<file path="config.mk">
export PLATFORM = sky130hd
export DESIGN_NAME = leaf_spine_next_hop_select
export DESIGN_NICKNAME = d
export VERILOG_FILES = /design/src/rtl/lsnhs_pkg.sv /design/src/rtl/lsnhs_spray_mem.sv /design/src/rtl/lsnhs_hash.sv /design/src/rtl/lsnhs_route.sv /design/src/rtl/leaf_spine_next_hop_select.sv
export VERILOG_INCLUDE_DIRS = /design/src /design/src/rtl
export SDC_FILE = /design/constraint.sdc
export NUM_CORES = 1
export LEC_CHECK = 0
export ABC_AREA = 1
export ABC_CLOCK_PERIOD_IN_PS = 7900
export BUFFER_PORTS_ARGS = -buffer_cell sky130_fd_sc_hd__buf_4
export CAP_MARGIN = 15
export CORE_UTILIZATION = 55
export DETAILED_ROUTE_END_ITERATION = 7
export GPL_ROUTABILITY_DRIVEN = 0
export PLACE_DENSITY = 0.74
export SLEW_MARGIN = 0
export SYNTH_ARGS = -nofsm -noshare
export SYNTH_HDL_FRONTEND = slang
export SYNTH_SLANG_ARGS = --single-unit
</file>
<file path="constraint.sdc">
create_clock -name clk -period 7.9 [get_ports clk]
set_input_delay 1.58 -clock clk [delete_from_list [all_inputs] [get_ports clk]]
set_output_delay 1.58 -clock clk [all_outputs]
set_load 0.01 [all_outputs]
</file>
<file path="src/rtl/leaf_spine_next_hop_select_macros.svh">
// Assertion helpers for the next-hop selector.
`ifndef LEAF_SPINE_NEXT_HOP_SELECT_MACROS_SVH
`define LEAF_SPINE_NEXT_HOP_SELECT_MACROS_SVH

`ifndef SYNTHESIS

// Same-cycle implication, clocked on clk, off while rst_n is low.
`define LSNHS_ASSERT_SAME(lbl, clk, rst_n, ante, cons) \
  lbl: assert property (@(posedge clk) disable iff (!rst_n) (ante) |-> (cons)) \
    else $error("lsnhs: same-cycle check failed");

// Next-cycle implication.
`define LSNHS_ASSERT_NEXT(lbl, clk, rst_n, ante, cons) \
  lbl: assert property (@(posedge clk) disable iff (!rst_n) (ante) |=> (cons)) \
    else $error("lsnhs: next-cycle check failed");

`else

`define LSNHS_ASSERT_SAME(lbl, clk, rst_n, ante, cons)
`define LSNHS_ASSERT_NEXT(lbl, clk, rst_n, ante, cons)

`endif

`endif

</file>
<file path="src/rtl/lsnhs_pkg.sv">
package lsnhs_pkg;

  localparam int MODE_W      = 2;
  localparam int HOST_W      = 8;
  localparam int FLOW_W      = 32;
  localparam int BAL_W       = 2;
  localparam int PORT_W      = 5;
  localparam int IN_TDATA_W  = 48;
  localparam int OUT_TDATA_W = 8;

  localparam int HOSTS_RACK_DEF = 16;
  localparam int UPLINKS_DEF    = 4;
  localparam int HOST_COUNT_DEF = 256;

  // link kinds
  localparam logic [MODE_W-1:0] MODE_HOST_IN = 2'd0;
  localparam logic [MODE_W-1:0] MODE_UPLINK  = 2'd1;
  localparam logic [MODE_W-1:0] MODE_AGG     = 2'd2;
  localparam logic [MODE_W-1:0] MODE_CORE    = 2'd3;

  // uplink balancing
  localparam logic [BAL_W-1:0] BAL_SPRAY = 2'd0;
  localparam logic [BAL_W-1:0] BAL_ECMP  = 2'd1;

  // request as held in the decision stage; sum is src + dst + flow, wrapped
  typedef struct packed {
    logic [MODE_W-1:0] mode;
    logic [HOST_W-1:0] src;
    logic [HOST_W-1:0] dst;
    logic [FLOW_W-1:0] sum;
  } item_t;

endpackage

</file>
<file path="src/rtl/lsnhs_spray_mem.sv">
module lsnhs_spray_mem #(
  parameter int HOST_COUNT = lsnhs_pkg::HOST_COUNT_DEF,
  parameter int CW         = 2
) (
  input  logic                        clk,
  input  logic                        rst_n,
  input  logic                        rd_en,
  input  logic [lsnhs_pkg::HOST_W-1:0] rd_src,
  input  logic                        wr_en,
  input  logic [lsnhs_pkg::HOST_W-1:0] wr_src,
  input  logic [CW-1:0]               wr_cnt,
  output logic [CW-1:0]               cnt
);

  // only the first 256 counters can ever be addressed by an 8-bit host id
  localparam int DEPTH = (HOST_COUNT < 256) ? HOST_COUNT : 256;
  localparam int AW    = $clog2(DEPTH);

  logic [AW-1:0] idx_tab [256];
  logic [AW-1:0] rd_idx;
  logic [AW-1:0] wr_idx;

  logic [CW-1:0]    spray_r [DEPTH];
  logic [DEPTH-1:0] vld_r;
  logic [CW-1:0]    rd_data_r;
  logic             rd_vld_r;
  logic             fwd_r;
  logic [CW-1:0]    fwd_data_r;

  for (genvar g = 0; g < 256; g++) begin : g_idx
    localparam int IDX = g % HOST_COUNT;
    assign idx_tab[g] = AW'(IDX);
  end

  assign rd_idx = idx_tab[rd_src];
  assign wr_idx = idx_tab[wr_src];

  always_ff @(posedge clk) begin
    if (wr_en) begin
      spray_r[wr_idx] <= wr_cnt;
    end
    if (rd_en) begin
      rd_data_r  <= spray_r[rd_idx];
      fwd_data_r <= wr_cnt;
    end
  end

  always_ff @(posedge clk) begin
    if (!rst_n) begin
      vld_r    <= '0;
      rd_vld_r <= 1'b0;
      fwd_r    <= 1'b0;
    end else begin
      if (wr_en) begin
        vld_r[wr_idx] <= 1'b1;
      end
      if (rd_en) begin
        rd_vld_r <= vld_r[rd_idx];
        // write-back landing on the same edge as the read: take it directly
        fwd_r    <= wr_en && (wr_idx == rd_idx);
      end
    end
  end

  assign cnt = fwd_r ? fwd_data_r : (rd_vld_r ? rd_data_r : '0);

endmodule

</file>
<file path="src/rtl/lsnhs_hash.sv">
module lsnhs_hash #(
  parameter int  UPLINKS = lsnhs_pkg::UPLINKS_DEF,
  localparam int CW      = (UPLINKS > 1) ? $clog2(UPLINKS) : 1
) (
  input  logic [lsnhs_pkg::FLOW_W-1:0] sum,
  output logic [CW-1:0]                pick
);

  // weight of each byte of the sum, modulo UPLINKS
  localparam int W0 = 1 % UPLINKS;
  localparam int W1 = 256 % UPLINKS;
  localparam int W2 = 65536 % UPLINKS;
  localparam int W3 = 16777216 % UPLINKS;
  localparam int H1 = 256 % UPLINKS;
  localparam int H2 = 512 % UPLINKS;
  localparam int H3 = 768 % UPLINKS;

  logic [CW-1:0] mod_tab [256];
  logic [9:0]    part;
  logic [CW:0]   hi_res;
  logic [CW:0]   red;

  for (genvar g = 0; g < 256; g++) begin : g_mod
    localparam int RES = g % UPLINKS;
    assign mod_tab[g] = CW'(RES);
  end

  always_comb begin
    // partial sum stays below 4 * 15 * 15, so it fits ten bits
    part = 10'(mod_tab[sum[7:0]])   * 10'(W0)
         + 10'(mod_tab[sum[15:8]])  * 10'(W1)
         + 10'(mod_tab[sum[23:16]]) * 10'(W2)
         + 10'(mod_tab[sum[31:24]]) * 10'(W3);
    case (part[9:8])
      2'd1:    hi_res = (CW+1)'(H1);
      2'd2:    hi_res = (CW+1)'(H2);
      2'd3:    hi_res = (CW+1)'(H3);
      default: hi_res = '0;
    endcase
    red  = (CW+1)'(mod_tab[part[7:0]]) + hi_res;
    pick = (red >= (CW+1)'(UPLINKS)) ? CW'(red - (CW+1)'(UPLINKS)) : CW'(red);
  end

endmodule

</file>
<file path="src/rtl/lsnhs_route.sv">
module lsnhs_route #(
  parameter int  HOSTS_RACK = lsnhs_pkg::HOSTS_RACK_DEF,
  parameter int  UPLINKS    = lsnhs_pkg::UPLINKS_DEF,
  localparam int CW         = (UPLINKS > 1) ? $clog2(UPLINKS) : 1
) (
  input  lsnhs_pkg::item_t             item,
  input  logic [lsnhs_pkg::BAL_W-1:0]  bal,
  input  logic [CW-1:0]                cnt,
  input  logic [CW-1:0]                hash_pick,
  output logic                         arrived,
  output logic [lsnhs_pkg::PORT_W-1:0] port,
  output logic                         upd_en,
  output logic [CW-1:0]                upd_cnt
);

  logic [7:0]    rack_tab [256];
  logic [7:0]    port_tab [256];
  logic [7:0]    src_rack;
  logic [7:0]    dst_rack;
  logic [7:0]    dst_port;
  logic [CW-1:0] pick;
  logic [7:0]    up_port;

  for (genvar g = 0; g < 256; g++) begin : g_rack
    localparam int RACK = g / HOSTS_RACK;
    localparam int RPRT = g % HOSTS_RACK;
    assign rack_tab[g] = 8'(RACK);
    assign port_tab[g] = 8'(RPRT);
  end

  always_comb begin
    src_rack = rack_tab[item.src];
    dst_rack = rack_tab[item.dst];
    dst_port = port_tab[item.dst];

    case (bal)
      lsnhs_pkg::BAL_SPRAY: pick = cnt;
      lsnhs_pkg::BAL_ECMP:  pick = hash_pick;
      default:              pick = '0;
    endcase
    up_port = 8'(HOSTS_RACK) + 8'(pick);

    // counter wraps at UPLINKS
    upd_cnt = (cnt == CW'(UPLINKS - 1)) ? '0 : cnt + CW'(1);

    arrived = 1'b0;
    port    = '0;
    upd_en  = 1'b0;
    case (item.mode)
      lsnhs_pkg::MODE_HOST_IN: arrived = 1'b1;
      lsnhs_pkg::MODE_UPLINK: begin
        if (src_rack == dst_rack) begin
          port = dst_port[lsnhs_pkg::PORT_W-1:0];
        end else begin
          port   = up_port[lsnhs_pkg::PORT_W-1:0];
          upd_en = (bal == lsnhs_pkg::BAL_SPRAY);
        end
      end
      lsnhs_pkg::MODE_AGG:  port = dst_rack[lsnhs_pkg::PORT_W-1:0];
      lsnhs_pkg::MODE_CORE: port = dst_port[lsnhs_pkg::PORT_W-1:0];
      default:              port = dst_port[lsnhs_pkg::PORT_W-1:0];
    endcase
  end

endmodule

</file>
<file path="src/rtl/leaf_spine_next_hop_select.sv">
// Next-hop selector for a two-tier leaf-spine fabric. Takes one request per
// cycle when not held by backpressure and returns one result per request:
// the request is registered (with src + dst + flow summed on the way in), the
// port is decided in one pass, and the result sits in an output register that
// holds under backpressure while one more request can still enter an empty
// decision stage. The spray counter memory keeps pace: its read is issued as
// a request is taken and the advanced count is written back as that request
// leaves the decision stage, with a bypass for back-to-back requests from the
// same source host. The counters carry per-entry valid bits cleared by reset,
// so no clearing pass is needed and the block is ready straight out of reset.
`include "leaf_spine_next_hop_select_macros.svh"

module leaf_spine_next_hop_select #(
  parameter int  HOSTS_RACK = lsnhs_pkg::HOSTS_RACK_DEF,
  parameter int  UPLINKS    = lsnhs_pkg::UPLINKS_DEF,
  parameter int  HOST_COUNT = lsnhs_pkg::HOST_COUNT_DEF,
  localparam int CW         = (UPLINKS > 1) ? $clog2(UPLINKS) : 1
) (
  input  logic                              clk,
  input  logic                              rst_n,
  input  logic                              cfg_wr_en,
  input  logic [lsnhs_pkg::BAL_W-1:0]       cfg_wr_data,
  input  logic                              in_tvalid,
  output logic                              in_tready,
  input  logic [lsnhs_pkg::IN_TDATA_W-1:0]  in_tdata,   // src_host, dst_host, flow_id
  input  logic [lsnhs_pkg::MODE_W-1:0]      in_tuser,   // mode
  output logic                              out_tvalid,
  input  logic                              out_tready,
  output logic [lsnhs_pkg::OUT_TDATA_W-1:0] out_tdata,  // out_port, zero pad
  output logic                              out_tuser   // arrived
);

  logic [lsnhs_pkg::BAL_W-1:0]  bal_r;
  lsnhs_pkg::item_t             s1_r;
  lsnhs_pkg::item_t             s1_nxt;
  logic                         s1_v_r;
  logic                         out_v_r;
  logic                         out_arr_r;
  logic [lsnhs_pkg::PORT_W-1:0] out_port_r;

  logic                         adv;
  logic                         acc;
  logic [CW-1:0]                cnt;
  logic [CW-1:0]                hash_pick;
  logic                         arrived;
  logic [lsnhs_pkg::PORT_W-1:0] port;
  logic                         upd_en;
  logic [CW-1:0]                upd_cnt;
  logic                         wr_en;

  assign adv       = !out_v_r || out_tready;
  assign in_tready = !s1_v_r || adv;
  assign acc       = in_tvalid && in_tready;
  assign wr_en     = adv && s1_v_r && upd_en;

  always_comb begin
    s1_nxt.mode = in_tuser;
    s1_nxt.src  = in_tdata[7:0];
    s1_nxt.dst  = in_tdata[15:8];
    s1_nxt.sum  = 32'(in_tdata[7:0]) + 32'(in_tdata[15:8]) + in_tdata[47:16];
  end

  always_ff @(posedge clk) begin
    if (!rst_n) begin
      bal_r   <= lsnhs_pkg::BAL_SPRAY;
      s1_v_r  <= 1'b0;
      out_v_r <= 1'b0;
    end else begin
      if (cfg_wr_en) begin
        bal_r <= cfg_wr_data;
      end
      if (acc) begin
        s1_v_r <= 1'b1;
      end else if (adv) begin
        s1_v_r <= 1'b0;
      end
      if (adv) begin
        out_v_r <= s1_v_r;
      end
    end
  end

  always_ff @(posedge clk) begin
    if (acc) begin
      s1_r <= s1_nxt;
    end
    if (adv && s1_v_r) begin
      out_arr_r  <= arrived;
      out_port_r <= port;
    end
  end

  lsnhs_spray_mem #(
    .HOST_COUNT (HOST_COUNT),
    .CW         (CW)
  ) u_spray (
    .clk    (clk),
    .rst_n  (rst_n),
    .rd_en  (acc),
    .rd_src (s1_nxt.src),
    .wr_en  (wr_en),
    .wr_src (s1_r.src),
    .wr_cnt (upd_cnt),
    .cnt    (cnt)
  );

  lsnhs_hash #(
    .UPLINKS (UPLINKS)
  ) u_hash (
    .sum  (s1_r.sum),
    .pick (hash_pick)
  );

  lsnhs_route #(
    .HOSTS_RACK (HOSTS_RACK),
    .UPLINKS    (UPLINKS)
  ) u_route (
    .item      (s1_r),
    .bal       (bal_r),
    .cnt       (cnt),
    .hash_pick (hash_pick),
    .arrived   (arrived),
    .port      (port),
    .upd_en    (upd_en),
    .upd_cnt   (upd_cnt)
  );

  assign out_tvalid = out_v_r;
  assign out_tuser  = out_arr_r;
  assign out_tdata  = {{(lsnhs_pkg::OUT_TDATA_W - lsnhs_pkg::PORT_W){1'b0}}, out_port_r};

  `LSNHS_ASSERT_SAME(a_stall_blocks_in, clk, rst_n, s1_v_r && out_v_r && !out_tready, !in_tready)
  `LSNHS_ASSERT_SAME(a_upd_only_spray, clk, rst_n, s1_v_r && upd_en,
                     (bal_r == lsnhs_pkg::BAL_SPRAY) && (s1_r.mode == lsnhs_pkg::MODE_UPLINK))
  `LSNHS_ASSERT_SAME(a_arrived_port0, clk, rst_n, out_v_r && out_tuser, out_tdata == '0)
  `LSNHS_ASSERT_NEXT(a_accept_loads, clk, rst_n, in_tvalid && in_tready, s1_v_r)

endmodule

</file>
==> Flow_metrics.wiki <==
{| class="wikitable"
! Metric !! Value
|-
| Dominant cell type by count on the critical path || nand3_1
|-
| Average routed wire per standard cell || 19.6 um
|-
| Cts bufs inserted || 79
|-
| Number of vias after detailed routing || 24399
|-
| Final Skew || 20.9 ps
|-
| Yosys warns || 0
|-
| Mapped Cells || 3452
|-
| Clock Latency Late Sink || 620 ps
|-
| Fraction of final layout cells with drive strength greater than 1 || 0.110
|-
| IO buf count || 34
|-
| Number of buffers added for setup after CTS || 0
|-
| Maximum resistive drop on vdd || 0.163 mV
|-
| Number of cells in the design after placement || 4066
|-
| Share of the clock period used by the worst path after layout || 0.546
|-
| Kind of path behind the tightest hold check || flip-flop to flip-flop
|-
| Number of top-level pins || 68
|-
| Largest net degree at the start of global routing || 214
|-
| Full die area || 62000 sq um
|-
| Register-to-Register Setup Slack || 4690 ps
|-
| Starting Density || 0.556
|-
| Iter 0 DRT Violations || 3017
|-
| Top cell type's share of synthesized area || 0.485
|-
| Count of cells resized by post-cts repair || 0
|-
| Flip-flop and latch count after synthesis || 804
|-
| Syn Area/Cell || 9.72 sq um
|-
| Reg2Reg Capture Point || u_spray.spray_r[250][0]
|-
| First-pass DRT Iterations || 8
|-
| Total GRT Usage || 0.264
|-
| Crit path time final || 4320 ps
|-
| Max cap viols || 0
|-
| Post-placement worst setup slack || 2880 ps
|-
| CTS tree || built
|-
| CP max stage delay || 830 ps
|-
| Leakage power total || 12.3 nW
|-
| Met1 usage || 0.359
|-
| Clk Tree Root Cell || clkbuf_16
|-
| Clock sinks || 804
|-
| GR Util met2 || 0.422
|-
| Slowest cell on the critical path || inv_8
|-
| Slew HR || 0.180
|-
| Core Footprint || 60400 sq um
|-
| Number of hold-repair buffers added at the cts stage || 0
|-
| Synthesis-to-layout area growth || 9.52%
|-
| Run status || complete, no violations
|-
| Critical path endpoint category || flip-flop
|-
| Setup repair after global routing missed its margin || no
|-
| Final hold viol count || 0
|-
| Number of cells on the worst hold path || 2
|-
| Met3 usage in global routing || 0.0452
|-
| Buffers and inverters on the worst path || 4
|-
| Dominant cells by area after synthesis || edfxtp_1, dfxtp_1, nor2_1, nand3_1, nand2_1
|-
| Post-synthesis cell area || 33600 sq um
|-
| ANT nets after route || 0
|-
| Power per Cell Area || 242 nW/um^2
|-
| Count of different cell masters after synthesis || 35
|-
| Cell Rows || 90
|-
| Global-route wire length before repair || 126000 um
|-
| Share of synthesized registers carrying an async set or reset || 0
|-
| Horizontal extent of the die || 249 um
|-
| Cell-by-cell trace of the critical path || buf_8 -> inv_8 -> buf_4 -> nand2_1 -> nand3_1 -> nand3_1 -> nand3_1 -> nand3_1 -> nand3_1 -> nand2_1 -> nand2_1 -> nand3_1 -> nand3_1 -> nand2_1 -> inv_1
|-
| Die height || 249 um
|-
| Fin. max-slew vios || 0
|-
| Start point of the worst hold path || u_spray.vld_r[251]
|-
| # H-tree levels || 3
|-
| Drc violations || 0
|-
| Number of enable-type register cells in the synthesized netlist || 542
|-
| Number of nets in the layout || 3425
|-
| Crit-path max FO || 193
|-
| Worst setup SP type || input pin
|-
| CTS clock-pin slew for the worst setup and hold paths || 60 ps
|-
| Top delay family on crit path || buffers and inverters
|-
| Worst Max-Slew Pin Slew || 1230 ps
|-
| Path type of the worst setup path || input pin to flip-flop
|-
| Highest-utilization routing layer at the global route stage || met2
|-
| Top FF cell, synth || edfxtp_1
|-
| Required time of the critical path || 8470 ps
|-
| Post-Route WL || 82400 um
|-
| Total design power || 8.89 mW
|-
| Clock Path Buffers || 3
|-
| Antenna violations before repair || 1
|-
| Setup total negative slack || 0 ps
|-
| Critical Path AT || 4880 ps
|-
| Post-DR vias/cell || 5.79
|-
| Worst hold endpoint || u_spray.vld_r[251]
|-
| Placed wire-length estimate || 43600 um
|-
| Maximum achievable frequency || 0.232 GHz
|-
| Cell accounting for the most synthesized area || edfxtp_1
|-
| Crit Reg-Reg Startpoint || u_spray.fwd_r
|-
| Worst r2r path cells || 7
|-
| Final setup margin || 3580 ps
|-
| Vias in the first global route || 22988
|-
| Total grt overflow || 0
|-
| Register area share after synthesis || 0.641
|-
| Final std cells w/o fill || 4214
|-
| Number of setup violations in the final report || 0
|}
tightest hold or removal path, cell delays in order, from the launching register on:
cell and delay, ps:
dfxtp_1 320, nor2_1 50, nor2_1 70
routing by layer:
| layer | wire length, um | share of wire |
|---|---|---|
| met5 | 0 | 0 |
| met4 | 3280 | 0.040 |
| met3 | 7090 | 0.086 |
| met2 | 37800 | 0.46 |
| met1 | 34300 | 0.42 |
cell families after synthesis:
group / count (synthesis) / synth area share
AO/OA/AOI/OAI: 395 / 0.0640
XOR/XNOR: 7 / 0.00183
adder cells (fa/ha/maj): 2 / 0.000969
buffers and inverters: 324 / 0.0402
flip-flops: 804 / 0.641
other: 1 / 0.000112
AND/OR/NAND/NOR: 1919 / 0.252
report_power, final:
group	internal [mW]	switching, mW	leakage, nW
registers	4.54	0.00975	6.68
clock network	2.24	1.56	1.29
logic	0.121	0.420	4.36
cells in the final DEF (no fill, tap or decap), drive strengths merged:
master | synthesis | routed
fa | 1 | 1
a221o | 1 | 1
conb | 1 | 3
nor3 | 4 | 4
o21ai | 256 | 256
ha | 1 | 1
a21oi | 11 | 11
buf | 76 | 64
nor2 | 1033 | 1033
nand3 | 368 | 368
xnor2 | 3 | 3
inv | 90 | 91
dfxtp | 262 | 262
clkinvlp | 0 | 4
nand2 | 507 | 507
xor2 | 4 | 4
bufinv | 0 | 7
nand4 | 2 | 2
edfxtp | 542 | 542
clkinv | 1 | 26
nor4 | 4 | 4
o2111ai | 1 | 1
or2 | 1 | 1
diode | 0 | 1
clkbuf | 157 | 109
o22ai | 126 | 126
registers in the layout, summed over array words and instances (netlist names):
signal              cells
s1_r                   20
out_tvalid              1
u_spray.spray_r       512
s1_v_r                  1
u_spray.vld_r         256
u_spray.fwd_data_r      2
out_tuser               1
bal_r                   2
u_spray.rd_vld_r        1
u_spray.rd_data_r       2
u_spray.fwd_r           1
out_port_r              5
synthesized netlist by cell type (2+ instances only):
cell,count
buf_2,37
inv_1,80
nor4_4,2
buf_1,29
clkbuf_1,157
nand3_1,368
nor3_4,4
nand2_1,489
o21ai_0,256
nand2_4,5
buf_12,4
nor2_2,111
nand4_1,2
nor4_1,2
inv_2,10
xor2_1,4
dfxtp_1,262
edfxtp_1,542
nand2_2,12
nor2_1,881
buf_4,6
xnor2_1,3
a21oi_1,10
o22ai_1,126
nor2_4,40
cell type report:
class	count	area [sq um]
Clock inverter	37	370
Fill cell	4856	23600
Inverter	91	364
Antenna cell	1	2.50
Timing Repair Buffer	64	537
Tap cell	782	978
Clock buffer	109	2260
Multi-Input combinational cell	2326	10700
Sequential cell	804	21500
how the worst max path moves through the flow:
stage / from / cells past startpoint / slack (ps) / endpoint
5_1_grt: in_tdata[0] / 15 / 3360 / u_spray.rd_vld_r
3_5_place_dp: in_tdata[1] / 13 / 2880 / u_spray.rd_data_r[0]
3_3_place_gp: in_tdata[1] / 13 / 2920 / u_spray.rd_data_r[0]
2_1_floorplan: u_spray.fwd_r / 5 / 2590 / u_spray.fwd_data_r[0]
4_1_cts: in_tdata[1] / 13 / 3410 / u_spray.rd_data_r[1]
6_report: in_tdata[0] / 15 / 3580 / u_spray.rd_vld_r
per-stage QoR:
stage               hold slack, ps  cell area (sq um)  utilization
finish                         467              36700        0.609
detailed placement             456              34100        0.565
CTS                            471              36700        0.608
floorplan                      439              33600            -
global placement               447              34100        0.565
global route                   485              36700        0.609
(Power assumes the default switching activity.)
